==> src/sv/gfq_pkg.sv <==
`default_nettype none
// ----------------------------------------------------------------------------
// Grouped FIFO queue package
// Shared sizes, request and status codes, table entry and result types.
// ----------------------------------------------------------------------------
package gfq_pkg;

	localparam int NUM_ELEMENTS = 65536;
	localparam int NUM_GROUPS   = 1024;
	localparam int CAPACITY     = 1024;

	localparam int ELEM_W   = 16;
	localparam int GROUP_W  = 10;
	localparam int REQ_W    = 2;
	localparam int STATUS_W = 2;
	localparam int WAIT_W   = 11;
	localparam int COUNT_MAX = 2047;

	localparam int EA_W   = $clog2(NUM_ELEMENTS);
	localparam int GA_W   = $clog2(NUM_GROUPS);
	localparam int SLOT_W = $clog2(CAPACITY);
	localparam int FCNT_W = SLOT_W + 1;

	localparam int SWEEP_LEN_A = (NUM_ELEMENTS > NUM_GROUPS) ? NUM_ELEMENTS : NUM_GROUPS;
	localparam int SWEEP_LEN   = (SWEEP_LEN_A > CAPACITY) ? SWEEP_LEN_A : CAPACITY;
	localparam int SWEEP_W     = $clog2(SWEEP_LEN);

	localparam int IN_DATA_W  = ((ELEM_W + GROUP_W + 7) / 8) * 8;
	localparam int OUT_DATA_W = ((ELEM_W + 7) / 8) * 8;
	localparam int OUT_USER_W = 1 + STATUS_W;

	typedef enum logic [REQ_W-1:0] {
		REQ_ASSIGN = 2'd0,
		REQ_ENQ    = 2'd1,
		REQ_DEQ    = 2'd2,
		REQ_CLEAR  = 2'd3
	} req_t;

	typedef enum logic [STATUS_W-1:0] {
		STS_OK    = 2'd0,
		STS_EMPTY = 2'd1,
		STS_FULL  = 2'd2
	} status_t;

	typedef enum logic [3:0] {
		ST_SWEEP,
		ST_IDLE,
		ST_ENQ_GRP,
		ST_ENQ_LINK,
		ST_ENQ_WR,
		ST_ENQ_FIX,
		ST_DEQ_MEM,
		ST_DEQ_GRP,
		ST_DEQ_WR,
		ST_RESP
	} state_t;

	typedef struct packed {
		status_t             status;
		logic [ELEM_W-1:0]   out_element;
		logic                has_value;
	} res_t;

	typedef struct packed {
		logic [WAIT_W-1:0] waiting;
		logic [SLOT_W-1:0] last;
	} grp_ent_t;

	function automatic logic elem_ok(input logic [ELEM_W-1:0] e);
		return {1'b0, e} < (ELEM_W + 1)'(NUM_ELEMENTS);
	endfunction

	function automatic logic grp_ok(input logic [GROUP_W-1:0] g);
		return {1'b0, g} < (GROUP_W + 1)'(NUM_GROUPS);
	endfunction

endpackage
`default_nettype wire

==> src/sv/gfq_out.sv <==
`default_nettype none
// ----------------------------------------------------------------------------
// Grouped FIFO queue result register
// Holds one finished result until the downstream side takes it.
// ----------------------------------------------------------------------------
module gfq_out import gfq_pkg::*; (
	input  wire logic clk,
	input  wire logic arst_n,
	input  wire logic push_valid,
	output logic      push_ready,
	input  wire res_t push_res,
	output logic      m_valid,
	input  wire logic m_ready,
	output res_t      m_res
);

	logic full_q;
	res_t res_q;

	assign push_ready = !full_q || m_ready;
	assign m_valid    = full_q;
	assign m_res      = res_q;

	always_ff @(posedge clk or negedge arst_n) begin
		if (!arst_n) begin
			full_q <= 1'b0;
		end else if (push_valid && push_ready) begin
			full_q <= 1'b1;
		end else if (m_ready) begin
			full_q <= 1'b0;
		end
	end

	always_ff @(posedge clk) begin
		if (push_valid && push_ready) begin
			res_q <= push_res;
		end
	end

endmodule
`default_nettype wire

==> config.mk <==
export PLATFORM = sky130hd
export DESIGN_NAME = gfq_out
export DESIGN_NICKNAME = d
export VERILOG_FILES = /design/src/sv/gfq_pkg.sv /design/src/sv/gfq_out.sv
export SDC_FILE = /design/constraint.sdc
export NUM_CORES = 1
export LEC_CHECK = 0
export ABC_AREA = 0
export ABC_CLOCK_PERIOD_IN_PS = 1320
export BUFFER_PORTS_ARGS = -buffer_cell sky130_fd_sc_hd__buf_2
export CORE_MARGIN = 5
export CORE_UTILIZATION = 38
export CTS_CLUSTER_DIAMETER = 40
export DETAILED_ROUTE_END_ITERATION = 7
export HOLD_SLACK_MARGIN = 0.03
export PLACE_DENSITY = 0.75
export SLEW_MARGIN = 20
export SYNTH_ARGS = -nofsm -noshare
export SYNTH_HDL_FRONTEND = slang
export SYNTH_SLANG_ARGS = --single-unit
==> constraint.sdc <==
create_clock -name clk -period 1.32 [get_ports clk]
set_input_delay 0.132 -clock clk [delete_from_list [all_inputs] [get_ports clk]]
set_output_delay 0.132 -clock clk [all_outputs]
set_load 0.01 [all_outputs]
# Word-level counts from Yosys, hierarchy flattened

Cells that the tools add are included.

Mux-type cells: 2
Reductions and logical operators: 4

Operators by type and width:

| operator            | number |
|---|---|
| $mux W1             | 2 |
| $reduce_bool A2 Y1  | 1 |
| $logic_and A1 B1 Y1 | 1 |
| $logic_not A1 Y1    | 1 |
| $logic_or A1 B1 Y1  | 1 |

Input port bits: 23
Bits in registers: 20
Output and inout port bits: 21
Logic and storage cells: 10

# Depth between registers and ports, before layout

Word-level depth: 4
Depth in mapped cells: 2

# Least setup slack after synthesis

No wires, ideal clock.

Path kind: register to register
Start: register full_q, in the netlist m_valid
End: register res_q, in the netlist m_res[0], enable pin
Clock period less this slack: 1.101 ns
Library setup time: 0.318 ns
Arrival: 0.784 ns
Slack: 0.219 ns
Data required time: 1.002 ns
Stages on the path, launching flop included: 3
Cells stage by stage: dfrtp_1 nand2b_4 and2_4

Longest elaborated chain between the ends: 3

Ends and longest elaborated chain:

| what                     | RTL line      | source |
|---|---|---|
| start: declaration       | gfq_out.sv:17 | `logic full_q;` |
| start signal: assignment | gfq_out.sv:26 | `full_q <= 1'b0;` |
| start signal: assignment | gfq_out.sv:28 | `full_q <= 1'b1;` |
| start signal: assignment | gfq_out.sv:30 | `full_q <= 1'b0;` |
| $logic_not A1 Y1         | gfq_out.sv:20 | `assign push_ready = !full_q \|\| m_ready;` |
| $logic_or A1 B1 Y1       | gfq_out.sv:20 |  |
| net push_ready           | gfq_out.sv:10 | `output logic push_ready,` |
| $logic_and A1 B1 Y1      | gfq_out.sv:35 | `if (push_valid && push_ready) begin` |
| end signal: assignment   | gfq_out.sv:36 | `res_q <= push_res;` |
| end: declaration         | gfq_out.sv:18 | `res_t res_q;` |

The timed path passes the listed nets, and every way through them passes these cells.
A chain may end at the register's enable or synchronous reset.

# Final worst setup path

Start: register full_q, in the netlist m_valid
End: register res_q, in the netlist m_res[11], enable pin

Longest elaborated chain between the ends: 3

Ends and longest elaborated chain:

| what                | RTL line |
|---|---|
| $logic_not A1 Y1    | gfq_out.sv:20 |
| $logic_or A1 B1 Y1  | gfq_out.sv:20 |
| $logic_and A1 B1 Y1 | gfq_out.sv:35 |

No other way between the ends.

==> reports/metrics.yaml <==
layout-drive-gt1-share_pct: 53.33
area.sequential_um2: 595.6
min_from: "push_valid"
fin_crit_sh_pct: 83.04
fin_skew_ps: 9.327
crit_required_ps: 1300
clk_path_buf_depth: 2
drv_slew: 0
multi_input_area_um2: 28.78
r2r-end: "m_res[11]$_DFFE_PP_"
avgViaCountPerCell: 4.302
grt_pass1_wl_um: 2111
tritoncts: "built"
final_cells: 106
ys_ff_latch: 20
yosysMostFrequentCell: "edfxtp_1"
setup_viol: 0
vias: 456
fin_setup_tns_ps: 0
r2r-start: "m_valid$_DFFE_PN0P_"
irDropWorstVdd_v: 0.0006379
placed_area_um2: 859.6
drc: 0
slew-limit-headroom_pct: 84.14
clk_pin_slew_ps: 100
critPathKind: "reg2reg"
hold_viol_final: 0
worst_pin_slew_ps: 237.9
syn_area_um2: 624.3
r2r_setup_slack_ps: 220
wl_um: 1363
fin_crit_ps: 1096
num_rows: 14
fin_util_pct: 71.26
dieWidth_um: 50.54
async_flop_share_pct: 5.000
area_growth_pct: 73.95
synth_top_area_cell: "edfxtp_1"
syn_area_per_cell_um2: 27.15
ctsRootBufferMaster: "clkbuf_4"
p_leak_nw: 0.4743
yosys_warnings: 0
gp_congestion: 0.6050
wire_per_inst_um: 12.86
design_area_mm2: 0.001086
rsz0062_at_grt: "no"
grt_overflow_total: 0
cp_max_fo: 19
drv_cap: 0
ys.flop_type: "edfxtp_1"
die-area_mm2: 0.002554
insertion_delay_ps: 290
fillCellCount: 110
antenna_left: 0
critPathCaptureType: "flip-flop"
dr.pass1.iters: 4
cts_resized: 0
post_synth_num_cell_types: 5
synth_area_leaders: "edfxtp_1 91%, dfrtp_1 4.0%, nand2b_4 2.2%, and2_4 1.4%, nand2b_1 1.0%"
synth_cells: 23
reg2reg_depth: 2
yosysTopAreaCellShare_pct: 91.38
cts.htree.levels: 1
synth_fp_nets: 46
dp.cells: 82
die_h_um: 50.54
synth_edf_count: 19
io_buffers: 43
io_pins: 44
max_freq_mhz: 912.3
antenna_found_initial: 0
min_path_type: "in2reg"
core_mm2: 0.001524
p_per_area_mw_per_mm2: 1091
cts_num_sinks: 20
grt.total_usage_pct: 10.91
dr.first_iter.drc_count: 3
numCtsBuffers: 3
antenna_cells: 0
holdPathStages: 2
hold_path_end: "m_valid$_DFFE_PN0P_"
grt_max_degree: 20
ys_top_cells_by_count: "19 x edfxtp_1, 1 x and2_4, 1 x dfrtp_1, 1 x nand2b_1, 1 x nand2b_4"
grt_pass1_vias: 527
status: "finished, final reports clean"
ys_seq_area_share_pct: 95.39
start_util_pct: 40.97
fin_nets: 114
startpoint_type: "flip-flop"
arrival_ps: 1080
==> cell usage in the layout, fill, tap and decap left out, drive strengths merged <==
master / count
and2: 1
clkbuf: 4
nand2b: 2
dlygate4sd3: 20
dfrtp: 1
buf: 43
edfxtp: 19
==> worst max-delay path by stage <==
| stage | startpoint | end | slack [ps] |
|---|---|---|---|
| global route | m_valid$_DFFE_PN0P_ | m_res[15]$_DFFE_PP_ | 180 |
| floorplan | m_valid$_DFFE_PN0P_ | m_res[0]$_DFFE_PP_ | 220 |
| CTS | m_valid$_DFFE_PN0P_ | m_res[15]$_DFFE_PP_ | 220 |
| detailed placement | m_valid$_DFFE_PN0P_ | m_res[15]$_DFFE_PP_ | 230 |
| global placement | m_valid$_DFFE_PN0P_ | m_res[5]$_DFFE_PP_ | 250 |
| finish | m_valid$_DFFE_PN0P_ | m_res[11]$_DFFE_PP_ | 220 |
==> worst max-delay path: stages (launching register included) <==
cell and delay [ps]:
dfrtp_1 420, nand2b_4 80, and2_4 290
==> cell type report <==
| cell class | count | share of cell area (%) |
|---|---|---|
| Clock buffer | 4 | 2.419 |
| Sequential cell | 20 | 54.84 |
| Timing Repair Buffer | 63 | 38.25 |
| Tap cell | 16 | 1.843 |
| Multi-Input combinational cell | 3 | 2.650 |
==> kinds of logic after synthesis <==
| kind of cell | after synthesis | synth area share (%) |
|---|---|---|
| flip-flops | 20 | 95.39 |
| AND/OR/NAND/NOR | 3 | 4.610 |
==> stage by stage <==
stage	hold WS, ps	power [W]	setup WS [ps]
6_report	57.76	0.001185	223.8
5_1_grt	55.27	0.001232	183.8
4_1_cts	52.65	0.001191	218.2
3_5_place_dp	-92.27	0.0008686	226.2
3_3_place_gp	-92.90	0.0008636	250.8
2_1_floorplan	-163.6	0.0007993	218.6
==> power breakdown <==
part / internal [W] / switching (W)
registers: 0.000736 / 0.00000878
clock network: 0.000117 / 0.000170
logic: 0.0000900 / 0.0000631
==> repair_timing <==
| item | 4_1_cts | 5_1_grt |
|---|---|---|
| hold buffers | 20 | 0 |
| buffers inserted | 0 | 0 |
| endpoints found under the hold margin | 20 | 0 |
==> registers in the layout, indices dropped and copies added (netlist names) <==
name,cells
m_res,19
m_valid,1
==> metal layers <==
layer | vias to the layer above | part of all wire [%] | global-route usage, %
li1 | 223 | - | -
met1 | 204 | 33 | 10.23
met2 | 27 | 54 | 20.04
met3 | 2 | 12 | 4.438
met4 | 0 | 1.0 | 5.106
met5 | - | 0 | 0
Power figures use the tool's default switching activity.
